**src/rtl/exti_pkg.sv**
```systemverilog
// ----------------------------------------------------------------------------
// exti_pkg
// shared types, codes and request grouping for the external interrupt block
// ----------------------------------------------------------------------------
package exti_pkg;

    localparam int NUM_LINES   = 19;
    localparam int NUM_REQ     = 10;
    localparam int CFG_IDX_W   = 1;

    // request grouping boundaries
    localparam int SOLO_LAST   = 4;
    localparam int GRPA_FIRST  = 5;
    localparam int GRPA_LAST   = 9;
    localparam int GRPB_FIRST  = 10;
    localparam int GRPB_LAST   = 15;
    localparam int TAIL_FIRST  = 16;
    localparam int TAIL_LAST   = 18;

    localparam int REQ_GRPA    = 5;
    localparam int REQ_GRPB    = 6;
    localparam int REQ_TAIL    = 7;

    typedef logic [NUM_LINES-1:0] t_lines;
    typedef logic [NUM_REQ-1:0]   t_req;

    typedef enum logic [1:0] {
        CMD_SAMPLE  = 2'd0,
        CMD_CLEAR   = 2'd1,
        CMD_TRIGGER = 2'd2,
        CMD_MASK    = 2'd3
    } t_cmd;

    typedef enum logic [CFG_IDX_W-1:0] {
        REG_RISING  = 1'b0,
        REG_FALLING = 1'b1
    } t_reg_idx;

    typedef struct packed {
        t_cmd   command;
        t_lines line_levels;
        t_lines write_value;
    } t_in_item;

    typedef struct packed {
        t_lines pending_flags;
        t_req   irq_request;
    } t_out_item;

    // fold unmasked pending lines onto the request outputs
    function automatic t_req request_lines(input t_lines active);
        t_req req;
        req = '0;
        req[SOLO_LAST:0]                  = active[SOLO_LAST:0];
        req[REQ_GRPA]                     = |active[GRPA_LAST:GRPA_FIRST];
        req[REQ_GRPB]                     = |active[GRPB_LAST:GRPB_FIRST];
        req[NUM_REQ-1:REQ_TAIL]           = active[TAIL_LAST:TAIL_FIRST];
        return req;
    endfunction

endpackage

```
**src/rtl/exti_edge_interrupt_controller_core.sv**
```systemverilog
// ----------------------------------------------------------------------------
// exti_edge_interrupt_controller_core
// 19-line edge-triggered external interrupt controller with 10 request outputs
// ----------------------------------------------------------------------------
//  channel   signals                                    carries
//  in        i_in_valid / o_in_ready / i_in_item        command item
//  out       o_out_valid / i_out_ready / o_out_item     pending flags, requests
//  cfg       i_cfg_we / i_cfg_index / i_cfg_wdata       edge enable registers
//
//  one item per cycle sustained while results are taken; an accepted item
//  is loaded into the input register and then into the result register once
//  that register has space; the result is offered from there
//  pending/mask/level updates happen as an item moves to the result register
//  reset is synchronous and active low; it clears state, enables and valids
//  a stalled result holds its register; the input register fills behind it
//  and ready drops only when both registers are full
// ----------------------------------------------------------------------------
module exti_edge_interrupt_controller_core (
    input  logic                           i_clk,
    input  logic                           i_rst_n,
    // command items
    input  logic                           i_in_valid,
    output logic                           o_in_ready,
    input  exti_pkg::t_in_item             i_in_item,
    // result items
    output logic                           o_out_valid,
    input  logic                           i_out_ready,
    output exti_pkg::t_out_item            o_out_item,
    // configuration writes
    input  logic                           i_cfg_we,
    input  logic [exti_pkg::CFG_IDX_W-1:0] i_cfg_index,
    input  exti_pkg::t_lines               i_cfg_wdata
);
    import exti_pkg::*;

    logic      stg_valid;
    t_in_item  stg_item;
    logic      out_space;
    logic      fire;
    t_out_item result;

    // item moves into evaluation when the result register can take it
    assign fire = stg_valid && out_space;

    exti_in_stage u_in (
        .i_clk   (i_clk),
        .i_rst_n (i_rst_n),
        .i_valid (i_in_valid),
        .o_ready (o_in_ready),
        .i_item  (i_in_item),
        .i_take  (fire),
        .o_valid (stg_valid),
        .o_item  (stg_item)
    );

    // edge detect, pending update and request folding
    exti_eval u_eval (
        .i_clk       (i_clk),
        .i_rst_n     (i_rst_n),
        .i_cfg_we    (i_cfg_we),
        .i_cfg_index (i_cfg_index),
        .i_cfg_wdata (i_cfg_wdata),
        .i_fire      (fire),
        .i_item      (stg_item),
        .o_result    (result)
    );

    exti_out_stage u_out (
        .i_clk   (i_clk),
        .i_rst_n (i_rst_n),
        .i_load  (fire),
        .i_item  (result),
        .o_space (out_space),
        .o_valid (o_out_valid),
        .i_ready (i_out_ready),
        .o_item  (o_out_item)
    );

endmodule

```
**src/rtl/exti_in_stage.sv**
```systemverilog
// ----------------------------------------------------------------------------
// exti_in_stage
// input register: holds one command item until the evaluation stage takes it
// ----------------------------------------------------------------------------
module exti_in_stage (
    input  logic              i_clk,
    input  logic              i_rst_n,
    input  logic              i_valid,
    output logic              o_ready,
    input  exti_pkg::t_in_item i_item,
    input  logic              i_take,
    output logic              o_valid,
    output exti_pkg::t_in_item o_item
);
    import exti_pkg::*;

    logic     r_valid;
    t_in_item r_item;

    // free when empty or emptying this cycle
    assign o_ready = !r_valid || i_take;

    always_ff @(posedge i_clk) begin
        if (!i_rst_n) begin
            r_valid <= 1'b0;
        end else if (o_ready) begin
            r_valid <= i_valid;
        end
    end

    always_ff @(posedge i_clk) begin
        if (o_ready && i_valid) begin
            r_item <= i_item;
        end
    end

    assign o_valid = r_valid;
    assign o_item  = r_item;

endmodule

```
**src/rtl/exti_eval.sv**
```systemverilog
// ----------------------------------------------------------------------------
// exti_eval
// edge detection, pending/mask state and request folding for one item
// ----------------------------------------------------------------------------
module exti_eval (
    input  logic                        i_clk,
    input  logic                        i_rst_n,
    input  logic                        i_cfg_we,
    input  logic [exti_pkg::CFG_IDX_W-1:0] i_cfg_index,
    input  exti_pkg::t_lines            i_cfg_wdata,
    input  logic                        i_fire,
    input  exti_pkg::t_in_item          i_item,
    output exti_pkg::t_out_item         o_result
);
    import exti_pkg::*;

    t_lines r_rise_en;
    t_lines r_fall_en;
    t_lines r_prev;
    t_lines r_pend;
    t_lines r_mask;

    t_lines n_prev;
    t_lines n_pend;
    t_lines n_mask;

    always_comb begin
        n_prev = r_prev;
        n_pend = r_pend;
        n_mask = r_mask;
        case (i_item.command)
            CMD_SAMPLE: begin
                n_pend = r_pend
                       | (i_item.line_levels & ~r_prev & r_rise_en)
                       | (~i_item.line_levels & r_prev & r_fall_en);
                n_prev = i_item.line_levels;
            end
            CMD_CLEAR: begin
                n_pend = r_pend & ~i_item.write_value;
            end
            CMD_TRIGGER: begin
                n_pend = r_pend | i_item.write_value;
            end
            CMD_MASK: begin
                n_mask = i_item.write_value;
            end
            default: begin
                n_pend = r_pend;
            end
        endcase
    end

    assign o_result.pending_flags = n_pend;
    assign o_result.irq_request   = request_lines(n_pend & n_mask);

    always_ff @(posedge i_clk) begin
        if (!i_rst_n) begin
            r_prev <= '0;
            r_pend <= '0;
            r_mask <= '0;
        end else if (i_fire) begin
            r_prev <= n_prev;
            r_pend <= n_pend;
            r_mask <= n_mask;
        end
    end

    always_ff @(posedge i_clk) begin
        if (!i_rst_n) begin
            r_rise_en <= '0;
            r_fall_en <= '0;
        end else if (i_cfg_we) begin
            case (t_reg_idx'(i_cfg_index))
                REG_RISING:  r_rise_en <= i_cfg_wdata;
                REG_FALLING: r_fall_en <= i_cfg_wdata;
                default:     r_rise_en <= r_rise_en;
            endcase
        end
    end

endmodule

```
**src/rtl/exti_out_stage.sv**
```systemverilog
// ----------------------------------------------------------------------------
// exti_out_stage
// result register: holds one result item until the consumer takes it
// ----------------------------------------------------------------------------
module exti_out_stage (
    input  logic                i_clk,
    input  logic                i_rst_n,
    input  logic                i_load,
    input  exti_pkg::t_out_item i_item,
    output logic                o_space,
    output logic                o_valid,
    input  logic                i_ready,
    output exti_pkg::t_out_item o_item
);
    import exti_pkg::*;

    logic      r_valid;
    t_out_item r_item;

    assign o_space = !r_valid || i_ready;

    always_ff @(posedge i_clk) begin
        if (!i_rst_n) begin
            r_valid <= 1'b0;
        end else if (i_load) begin
            r_valid <= 1'b1;
        end else if (i_ready) begin
            r_valid <= 1'b0;
        end
    end

    always_ff @(posedge i_clk) begin
        if (i_load) begin
            r_item <= i_item;
        end
    end

    assign o_valid = r_valid;
    assign o_item  = r_item;

endmodule

```
**config.mk**
```make
export PLATFORM = sky130hd
export DESIGN_NAME = exti_edge_interrupt_controller_core
export DESIGN_NICKNAME = d
export VERILOG_FILES = /design/src/rtl/exti_pkg.sv /design/src/rtl/exti_edge_interrupt_controller_core.sv /design/src/rtl/exti_in_stage.sv /design/src/rtl/exti_eval.sv /design/src/rtl/exti_out_stage.sv
export SDC_FILE = /design/constraint.sdc
export NUM_CORES = 1
export LEC_CHECK = 0
export BUFFER_PORTS_ARGS = -buffer_cell sky130_fd_sc_hd__buf_2
export CORE_MARGIN = 3
export CORE_UTILIZATION = 60
export DETAILED_ROUTE_END_ITERATION = 16
export GPL_ROUTABILITY_DRIVEN = 1
export PLACE_DENSITY = 0.87
export SLEW_MARGIN = 20
export SYNTH_ARGS = -nofsm -noshare
export SYNTH_HDL_FRONTEND = slang
export SYNTH_HIERARCHICAL = 1
export SYNTH_SLANG_ARGS = --single-unit
```
**constraint.sdc**
```tcl
create_clock -name i_clk -period 6.2 [get_ports i_clk]
set_input_delay 0.31 -clock i_clk [delete_from_list [all_inputs] [get_ports i_clk]]
set_output_delay 0.31 -clock i_clk [all_outputs]
set_load 0.05 [all_outputs]
```
; ---- Word level (Yosys, flattened, before mapping)
; Index checks and enable logic that the tools add are counted.
[word_totals]
regBits = 166
latch_bits = 0
mem_bits_rw = 0
mem_bits_ro = 0
input_bits = 65
output_inout_bits = 31
elab_cells = 45
n_memories = 0
[classes]
n_addsub = 0
n_mul = 0
div = 0
order_cmp = 0
n_eq_ne = 3
shift = 0
n_mux = 4
bitwise_logic = 13
n_reduce_logical = 13
[op_table]
columns = cell, count
row1 = AND 19 bit, 6
row2 = NOT 19 bit, 3
row3 = OR 19 bit, 3
row4 = one-hot mux 19 bit (3 select lines), 1
row5 = 2-to-1 mux 19 bit, 1
row6 = AND reduction 2 bit, 3
row7 = OR reduction 6 bit, 1
row8 = OR reduction 5 bit, 1
row9 = "equality test 2 bit, second input constant", 2
row10 = "equality test 2 x 1 -> 1 bit, second input constant", 1
row11 = logical AND 1 bit, 2
row12 = zero test 1 bit, 2
row13 = zero test 2 bit, 1
row14 = logical OR 1 bit, 2
row15 = 2-to-1 mux 1 bit, 2
row16 = nonzero test 2 bit, 1
row17 = NOT 1 bit, 1

; ---- Depth between registers and ports, before layout
; Gate-level depths: netlist of run 1.
[depth]
word_depth = 8
ltp_mapped = 9
depth_no_buf = 7

; ---- By module
; Netlist of run 1, hierarchy kept.
[by_module_without_submodules]
columns = mod, instances, cells_per_inst, area_each_um2, seq_area_each_um2
row1 = exti_eval, 1, 627, 4888.4, 1901.8
row2 = exti_in_stage, 1, 45, 1258.7, 1221.2
row3 = exti_out_stage, 1, 33, 919.6, 890.9
row4 = exti_edge_interrupt_controller_core, 1, 1, 6.3, 0.0

; ---- Least setup slack after synthesis of run 1
; No wires, ideal clock.
[synth_path]
path_kind = register -> register
from = register u_out.r_valid (netlist: u_out/o_valid)
to = register u_in.r_item (netlist bit u_in/o_item[0]), enable pin
setup_ns = 0.353
arrival_ns = 2.258
t_required_ns = 5.847
slack_ns = 3.589
stages_incl_launch_ff = 5
n_path_buf = 0
period_less_slack_ns = 2.611
cell_sequence = dfxtp_1 nand2b_4 and2_1 nand2b_4 and2_4
[synth_between]
elab_chain_cells = 5
[synth_rtl]
columns = item, line
row1 = start: declaration, exti_out_stage.sv:17  ; logic r_valid;
row2 = start signal: assignment, exti_out_stage.sv:24  ; r_valid <= 1'b0;
row3 = start signal: assignment, exti_out_stage.sv:26  ; r_valid <= 1'b1;
row4 = start signal: assignment, exti_out_stage.sv:28  ; r_valid <= 1'b0;
row5 = zero test 1 bit, exti_out_stage.sv:20  ; assign o_space = !r_valid || i_ready;
row6 = logical OR 1 bit, exti_out_stage.sv:20
row7 = via out_space, exti_edge_interrupt_controller_core.sv:38  ; logic out_space;
row8 = logical AND 1 bit, exti_edge_interrupt_controller_core.sv:43  ; assign fire = stg_valid && out_space;
row9 = via fire, exti_edge_interrupt_controller_core.sv:39  ; logic fire;
row10 = logical OR 1 bit, exti_in_stage.sv:21  ; assign o_ready = !r_valid || i_take;
row11 = via o_in_ready, exti_edge_interrupt_controller_core.sv:23  ; output logic o_in_ready,
row12 = logical AND 1 bit, exti_in_stage.sv:32  ; if (o_ready && i_valid) begin
row13 = end signal: assignment, exti_in_stage.sv:33  ; r_item <= i_item;
row14 = end: declaration, exti_in_stage.sv:18  ; t_in_item r_item;
; The timed path passes the listed nets, and every way through them passes these cells.
; A chain may end at the register's enable or synchronous reset.

; ---- Worst setup path in the final report of run 1
[layout_path]
from = register u_in.r_item (netlist bit u_in/o_item[39])
to = register u_eval.r_mask[3]
[layout_between]
elab_chain_cells = 2
[layout_rtl]
columns = item, line
row1 = equality test 2 bit, exti_eval.sv:31  ; case (i_item.command)
row2 = 2-to-1 mux 19 bit, exti_eval.sv:31
row3 = end signal: assignment, exti_eval.sv:64  ; r_mask <= n_mask;
row4 = end: declaration, exti_eval.sv:21  ; t_lines r_mask;
; Every way passes these cells.

==> results of run 1 <==
==> cell usage in the layout, fill, tap and decap left out, types with 7 or more instances in the layout <==
cell type / instances
a22oi_1: 13
inv_1: 9
o22a_1: 8
edfxtp_1: 69
nor2_1: 19
and3b_1: 8
clkbuf_16: 19
o221a_2: 8
nand2_1: 195
buf_2: 95
o21ai_0: 14
nand3b_1: 10
a21boi_1: 20
a21oi_1: 43
nand3_1: 10
a311oi_1: 7
nor4bb_1: 12
a21boi_0: 64
dfxtp_1: 97
nor2b_1: 21
==> flip-flops by register name (all words and copies together) (netlist names) <==
| register | count |
|---|---|
| u_eval/r_prev | 19 |
| u_out/o_valid | 1 |
| u_in/o_valid | 1 |
| u_eval/r_fall_en | 19 |
| u_eval/r_mask | 19 |
| u_eval/r_pend | 19 |
| u_out/o_item | 29 |
| u_eval/r_rise_en | 19 |
| u_in/o_item | 40 |
==> area by class of cell <==
| class | instances | area (µm²) | area share (%) |
|---|---|---|---|
| repair buffers | 100 | 513 | 6.30 |
| multi-input cells | 489 | 2800 | 34.3 |
| inverters | 10 | 37.5 | 0.461 |
| flip-flops and latches | 166 | 4010 | 49.3 |
| clock buffers | 22 | 517 | 6.34 |
| well taps | 143 | 179 | 2.20 |
| clock inverters | 10 | 88.8 | 1.09 |
==> kinds of logic (layout without fill, tap and decap cells) <==
| logic type | after synthesis | count (layout) | share of synthesized area (%) |
|---|---|---|---|
| flip-flops | 166 | 166 | 56.7 |
| multiplexers | 1 | 1 | 0.142 |
| AO/OA/AOI/OAI | 197 | 197 | 20.0 |
| buffers and inverters | 51 | 142 | 3.71 |
| AND/OR/NAND/NOR | 291 | 291 | 19.4 |
==> metrics by stage <==
stage | instances | setup WS [ns]
final | 940 | 3.84
after global routing | 940 | 3.65
after CTS | 940 | 3.86
after detailed placement | 908 | 3.88
after global placement | 908 | 3.95
after floorplan | 706 | 3.59
==> synthesized netlist by cell type (all sizes together) <==
| cell | number | area [µm²] |
|---|---|---|
| a211o | 6 | 52.6 |
| a211oi | 1 | 12.5 |
| a21boi | 86 | 653 |
| a21o | 4 | 30.0 |
| a21oi | 43 | 215 |
| a222oi | 1 | 10.0 |
| a22o | 1 | 8.76 |
| a22oi | 13 | 97.6 |
| a2bb2oi | 2 | 17.5 |
| a311oi | 7 | 61.3 |
| a31o | 1 | 8.76 |
| a31oi | 1 | 6.26 |
| and2 | 6 | 40.0 |
| and3 | 1 | 6.26 |
| and3b | 8 | 70.1 |
| buf | 29 | 180 |
| clkbuf | 12 | 45.0 |
| clkinv | 1 | 3.75 |
| dfxtp | 97 | 1940 |
| edfxtp | 69 | 2070 |
| inv | 9 | 33.8 |
| mux2i | 1 | 10.0 |
| nand2 | 195 | 732 |
| nand2b | 6 | 52.6 |
| nand3 | 10 | 50.1 |
| nand3b | 10 | 75.1 |
| nand4 | 2 | 12.5 |
| nor2 | 20 | 82.6 |
| nor2b | 21 | 131 |
| nor4bb | 12 | 120 |
| o21ai | 14 | 70.1 |
| o221a | 8 | 90.1 |
| o22a | 8 | 70.1 |
| o311a | 1 | 10.0 |
==> power breakdown <==
group / internal, µW / switching [µW] / total (µW)
clock: 632 / 419 / 1050
sequential: 1200 / 37.4 / 1230
combinational: 76.1 / 155 / 231
==> critical path, stage by stage, from the launching register on <==
cell      delay [ns]
edfxtp_1        0.32
buf_4           0.52
and2_1          0.49
nand2_1         0.53
nand2_1         0.23
a21boi_0        0.10
==> worst max path at each step <==
stage / from / to / slack (ns) / cells after the start
global placement: u_in/o_item[39]$_DFFE_PP_ / u_out/o_item[5]$_DFFE_PP_ / 3.95 / 6
CTS: u_in/o_item[39]$_DFFE_PP_ / u_out/o_item[5]$_DFFE_PP_ / 3.86 / 6
floorplan: u_out/o_valid$_SDFFE_PN0P_ / u_in/o_item[0]$_DFFE_PP_ / 3.59 / 4
detailed placement: u_in/o_item[39]$_DFFE_PP_ / u_out/o_item[5]$_DFFE_PP_ / 3.88 / 6
finish: u_in/o_item[39]$_DFFE_PP_ / u_eval/r_mask[3]$_SDFFE_PN0P_ / 3.84 / 5
global route: u_in/o_item[39]$_DFFE_PP_ / u_eval/r_mask[2]$_SDFFE_PN0P_ / 3.65 / 5
==> layer usage <==
layer	track usage, %	share of wire [%]	up-vias	wire length, µm
met5	0	0	-	0
met4	10.3	1.6	0	276
met3	6.29	7.5	26	1270
met2	42.2	48	238	8110
met1	34.7	43	2637	7140
li1	-	-	2655	-
==> metrics.md, run 1 <==
| Metric | Value |
|---|---|
| Clk sinks | `166` |
| Core area | `11500 µm²` |
| Post-DP Area | `7540 µm²` |
| Area Growth Syn to Fin | `15.2%` |
| Mean Syn Cell Area | `10.0 µm²` |
| Final Max Tran Viols | `0` |
| Fmax achieved | `0.424 GHz` |
| Hold WS | `0.0546 ns` |
| Drt drc | `0` |
| Synthesized cell area | `7070 µm²` |
| Worst hold path startpoint | `i_in_item[17]` |
| Initial Util | `61.7%` |
| Seq/Total Area, Yosys | `56.7%` |
| CTS Buffer Depth | `2` |
| Leakage | `0.00307 µW` |
| Final antenna-violating net count | `0` |
| Nets | `849` |
| Vias in the first global route | `5407` |
| # resized after CTS | `0` |
| Arrival @ worst endpoint | `2.67 ns` |
| Setup TNS | `0 ns` |
| Vias per cell | `5.91` |
| CP Data Required Time | `6.51 ns` |
| Worst-path clk slew | `0.06 ns` |
| DR pass1 iterations | `5` |
| Worst Setup Start Kind | `flop` |
| First-pass GRT wire length | `26.9 mm` |
| CP Class | `reg2reg` |
| Synth warnings | `6` |
| Peak VDD IR | `0.256 mV` |
| Unique masters post-synth | `42` |
| # IOs | `96` |
| R2r endpoint | `u_eval/r_mask[3]$_SDFFE_PN0P_` |
| GRT Residual Overflow | `0` |
| Hold depth | `1` |
| Root buf cell | `clkbuf_16` |
| Initial antenna violation count | `0` |
| DIE HEIGHT | `115 µm` |
| Max Cap Viol | `0` |
| Later-pin clock latency in the skew report | `0.43 ns` |
| RSZ-0062 raised after global routing | `no` |
| Reg2Reg Setup Slack | `3.84 ns` |
| Worst Skew | `0.00647 ns` |
| H-tree levels | `4` |
| Setup repair bufs after CTS | `0` |
| # fillers | `847` |
| Die footprint | `13100 µm²` |
| Max-slew headroom at the worst pin | `43.1%` |
| Reg2reg start | `u_in/o_item[39]$_DFFE_PP_` |
| Routed wire length | `16.8 mm` |
| Total CTS buffers | `17` |
| Non-Filler Cell Area, Final | `8150 µm²` |
| WL per Instance | `17.9 µm` |
| Largest net degree at the start of global routing | `98` |
| Post-DP HPWL | `10.8 mm` |
| Share of cells above drive strength 1 | `18.2%` |
| Vias | `5556` |
| Least-Margin Pin Slew | `0.852 ns` |
| Hold Crit Class | `in2reg` |
| # diodes | `0` |
| Post-synthesis cell count | `706` |
| Syn Nets | `771` |
| Synthesized flop and latch total | `166` |
| Crit. End Element | `flop` |
| Post-layout util | `71.0%` |
| Row count | `39` |
| Final hold violation count | `0` |
| PwrDens | `309 nW/µm²` |
| Worst R2R Path Depth | `5` |
| CP Max Fanout | `67` |
| IO Port Bufs | `95` |
| Iter 0 DRT Violations | `441` |
| Crit path time final | `2.36 ns` |
| Fin crit share | `38.1%` |
| Global Route Usage Sum | `26.3%` |
| Die width | `115 µm` |
| Hold Buf Count CTS | `0` |
| Final setup vio count | `0` |
| TritonCTS clock tree | `yes` |
| Worst Hold Endpoint | `u_in/o_item[17]$_DFFE_PP_` |
| Final GP Congestion | `0.866` |
| Status | `complete, no violations` |
| Final Total Pwr | `2520 µW` |
(Power assumes the default switching activity.)
==> run 2, diff against run 1 <==
--- a/config.mk
+++ b/config.mk
@@ -5,12 +5,13 @@
 export SDC_FILE = /design/constraint.sdc
 export NUM_CORES = 1
 export LEC_CHECK = 0
+export ABC_AREA = 1
 export BUFFER_PORTS_ARGS = -buffer_cell sky130_fd_sc_hd__buf_2
 export CORE_MARGIN = 3
-export CORE_UTILIZATION = 60
+export CORE_UTILIZATION = 51
 export DETAILED_ROUTE_END_ITERATION = 16
 export GPL_ROUTABILITY_DRIVEN = 1
-export PLACE_DENSITY = 0.87
+export PLACE_DENSITY = 0.79
 export SLEW_MARGIN = 20
 export SYNTH_ARGS = -nofsm -noshare
 export SYNTH_HDL_FRONTEND = slang
==> constraint.sdc (replaced) <==
create_clock -name i_clk -period 2.1 [get_ports i_clk]
set_input_delay 0.105 -clock i_clk [delete_from_list [all_inputs] [get_ports i_clk]]
set_output_delay 0.105 -clock i_clk [all_outputs]
set_load 0.05 [all_outputs]
==> metrics.md, run 2 <==
| Metric | Value |
|---|---|
| Initial antenna violation count | `0 (unchanged)` |
| Finished Layout Cells | `1110 (+18%)` |
| CP Max Fanout | `13 (-81%)` |
| Initial Util | `53.1% (-8.6 points)` |
| Root buf cell | `clkbuf_16` |
| Core area | `12800 µm² (+12%)` |
| Global Route Usage Sum | `22.3% (-4.0 points)` |
| Hold Buf Count CTS | `61 (+61)` |
| # IOs | `96 (unchanged)` |
| Largest net degree at the start of global routing | `59 (-40%)` |
| Non-Filler Cell Area, Final | `8700 µm² (+6.8%)` |
| Final Max Tran Viols | `0 (unchanged)` |
| Syn Nets | `837 (+8.6%)` |
| Arrival @ worst endpoint | `1.64 ns (-1.03 ns)` |
| IO Port Bufs | `95 (unchanged)` |
| CTS Buffer Depth | `2 (unchanged)` |
| Synthesized cell area | `6810 µm² (-3.8%)` |
| PwrDens | `912 nW/µm² (+200%)` |
| Worst-path clk slew | `0.06 ns (about the same)` |
| GRT Residual Overflow | `0 (unchanged)` |
| TritonCTS clock tree | `yes` |
| Most common cell in the synthesized netlist | `nor2_1` |
| Most frequent cells after synthesis | `143 x nor2_1, 100 x o21ai_0, 99 x inv_1` |
| Post-DP Area | `7480 µm² (-0.85%)` |
| Post-synth top area share | `30.4% (+1.1 points)` |
| CP Data Required Time | `2.00 ns (-4.51 ns)` |
| Synth area leader | `edfxtp_1` |
| Drt drc | `0 (unchanged)` |
| Final antenna-violating net count | `0 (unchanged)` |
| Hold WS | `0.0430 ns (-0.0115 ns)` |
| Ranking of synthesized cells by area | `edfxtp_1 30%, dfxtp_1 29%, nor2_1 7.9%, o21ai_0 7.4%, inv_1 5.5%` |
| Worst Skew | `0.00756 ns (+0.00109 ns)` |
| Max Cap Viol | `0 (unchanged)` |
| Post-synthesis cell count | `772 (+9.3%)` |
| Max-slew headroom at the worst pin | `57.0% (+14 points)` |
| Commonest non-fill, non-tap cell in the layout | `nor2_1` |
| Ys async rst share | `0% (unchanged)` |
| Post-DP HPWL | `9.90 mm (-8.5%)` |
| Synthesized flop and latch total | `166 (unchanged)` |
| Unique masters post-synth | `28 (-33%)` |
| Final hold violation count | `0 (unchanged)` |
| Crit. End Element | `output pin` |
| # diodes | `0 (unchanged)` |
| Iter 0 DRT Violations | `486 (+10%)` |
| # resized after CTS | `0 (unchanged)` |
| WL per Instance | `14.2 µm (-20%)` |
| Mean Syn Cell Area | `8.82 µm² (-12%)` |
| Peak VDD IR | `0.783 mV (+210%)` |
| Dpl cells | `1017 (+12%)` |
| Final Total Pwr | `7930 µW (+220%)` |
| Share of cells above drive strength 1 | `17.7% (-0.50 points)` |
| RSZ-0062 raised after global routing | `no` |
| Largest register FFs | `40 (unchanged)` |
| Total CTS buffers | `17 (unchanged)` |
| Clk sinks | `166 (unchanged)` |
| Setup repair bufs after CTS | `0 (unchanged)` |
| Least-Margin Pin Slew | `0.641 ns (-0.211 ns)` |
| Die footprint | `14800 µm² (+13%)` |
| DIE HEIGHT | `122 µm (+6.1%)` |
| H-tree levels | `4 (unchanged)` |
| Setup TNS | `0 ns (unchanged)` |
| Hold Crit Class | `in2reg` |
| Post-synth EDFFs | `69 (unchanged)` |
| DR pass1 iterations | `8 (+3)` |
| Fin crit share | `83.1%` |
| Final setup vio count | `0 (unchanged)` |
| Post-synth top flop | `dfxtp_1` |
| Vias in the first global route | `5133 (-5.1%)` |
| Die width | `122 µm (+6.1%)` |
| Status | `complete, no violations` |
| Seq/Total Area, Yosys | `59.0% (+2.2 points)` |
| Final GP Congestion | `0.789 (-8.9%)` |
| Crit path time final | `1.75 ns` |
| Leakage | `0.00392 µW (+28%)` |
| Later-pin clock latency in the skew report | `0.42 ns (about the same)` |
| Area Growth Syn to Fin | `27.8%` |
| Most frequent cells in the layout | `143 x nor2_1, 100 x o21ai_0, 98 x inv_1` |
| Fmax achieved | `0.573 GHz` |
| Nets | `990 (+17%)` |
| First-pass GRT wire length | `25.6 mm (-4.7%)` |
| Worst Setup Start Kind | `input pin` |
| Vias | `5608 (+0.94%)` |
| Routed wire length | `15.8 mm (-5.9%)` |
| Row count | `41 (+5.1%)` |
| CP Class | `in2out` |
| Synth warnings | `6 (unchanged)` |
| Vias per cell | `5.05 (-15%)` |
[run 2: cell count changes after synthesis, sizes merged, moves of 15 or more]
cell    previous run  this run
inv                9       102
nand2            195        76
nor2b             21         0
nand3             10        51
nor2              20       145
buf               29        14
a21boi            86         7
o21ai             14       125
[run 2: critical path, cell delays in order]
cell and delay [ns]:
dlygate4sd3_1 0.54, buf_2 0.12, inv_1 0.05, nand2_2 0.06, nand2_2 0.07, clkinvlp_4 0.24
inv_2 0.16, nand2_2 0.07, buf_2 0.21
[run 2: area by class of cell]
type | count | area, µm²
Sequential cell | 166 | 4020
Clock buffer | 22 | 474
Inverter | 105 | 398
Multi-Input combinational cell | 466 | 2220
Tap cell | 172 | 215
Timing Repair Buffer | 169 | 1230
Fill cell | 1002 | 4120
Clock inverter | 10 | 141
[run 2: kinds of logic after synthesis]
family,after synthesis,share of synthesized area [%]
flip-flops,166,59.0
AO/OA/AOI/OAI,192,16.0
AND/OR/NAND/NOR,274,16.4
buffers and inverters,140,8.60
[run 2: power breakdown]
part	leakage [µW]	switching (µW)	internal, µW
clock network	0.000302	1220	1970
logic	0.00216	658	360
registers	0.00146	110	3610
total	0.00392	1990	5940
[run 2: routing by layer]
| metal | vias up | wire, µm | track usage [%] |
|---|---|---|---|
| met3 | 10 | 1050 | 5.39 |
| li1 | 2841 | - | - |
| met4 | 0 | 123 | 5.32 |
| met5 | - | 0 | 0 |
| met1 | 2550 | 7290 | 30.9 |
| met2 | 207 | 7340 | 35.8 |
[run 2: final timing paths]
| path | start | to | slack (ns) | cells after the start |
|---|---|---|---|---|
| max reg2reg | u_in/o_item[39]$_DFFE_PP_ | u_out/o_item[6]$_DFFE_PP_ | 0.43 | 9 |
| min | i_rst_n | u_out/o_valid$_SDFFE_PN0P_ | 0.04 | 3 |
| max | i_out_ready | o_in_ready | 0.35 | 9 |
| min reg2reg | u_eval/r_prev[1]$_SDFFE_PN0P_ | u_eval/r_prev[1]$_SDFFE_PN0P_ | 0.47 | 2 |
[run 2: per-stage QoR]
step / util, % / setup slack, ns
after floorplan: - / -0.0738
after global placement: 58.3 / 0.514
after detailed placement: 58.3 / 0.468
after CTS: 67.9 / 0.358
after global routing: 67.9 / 0.207
final: 67.9 / 0.354
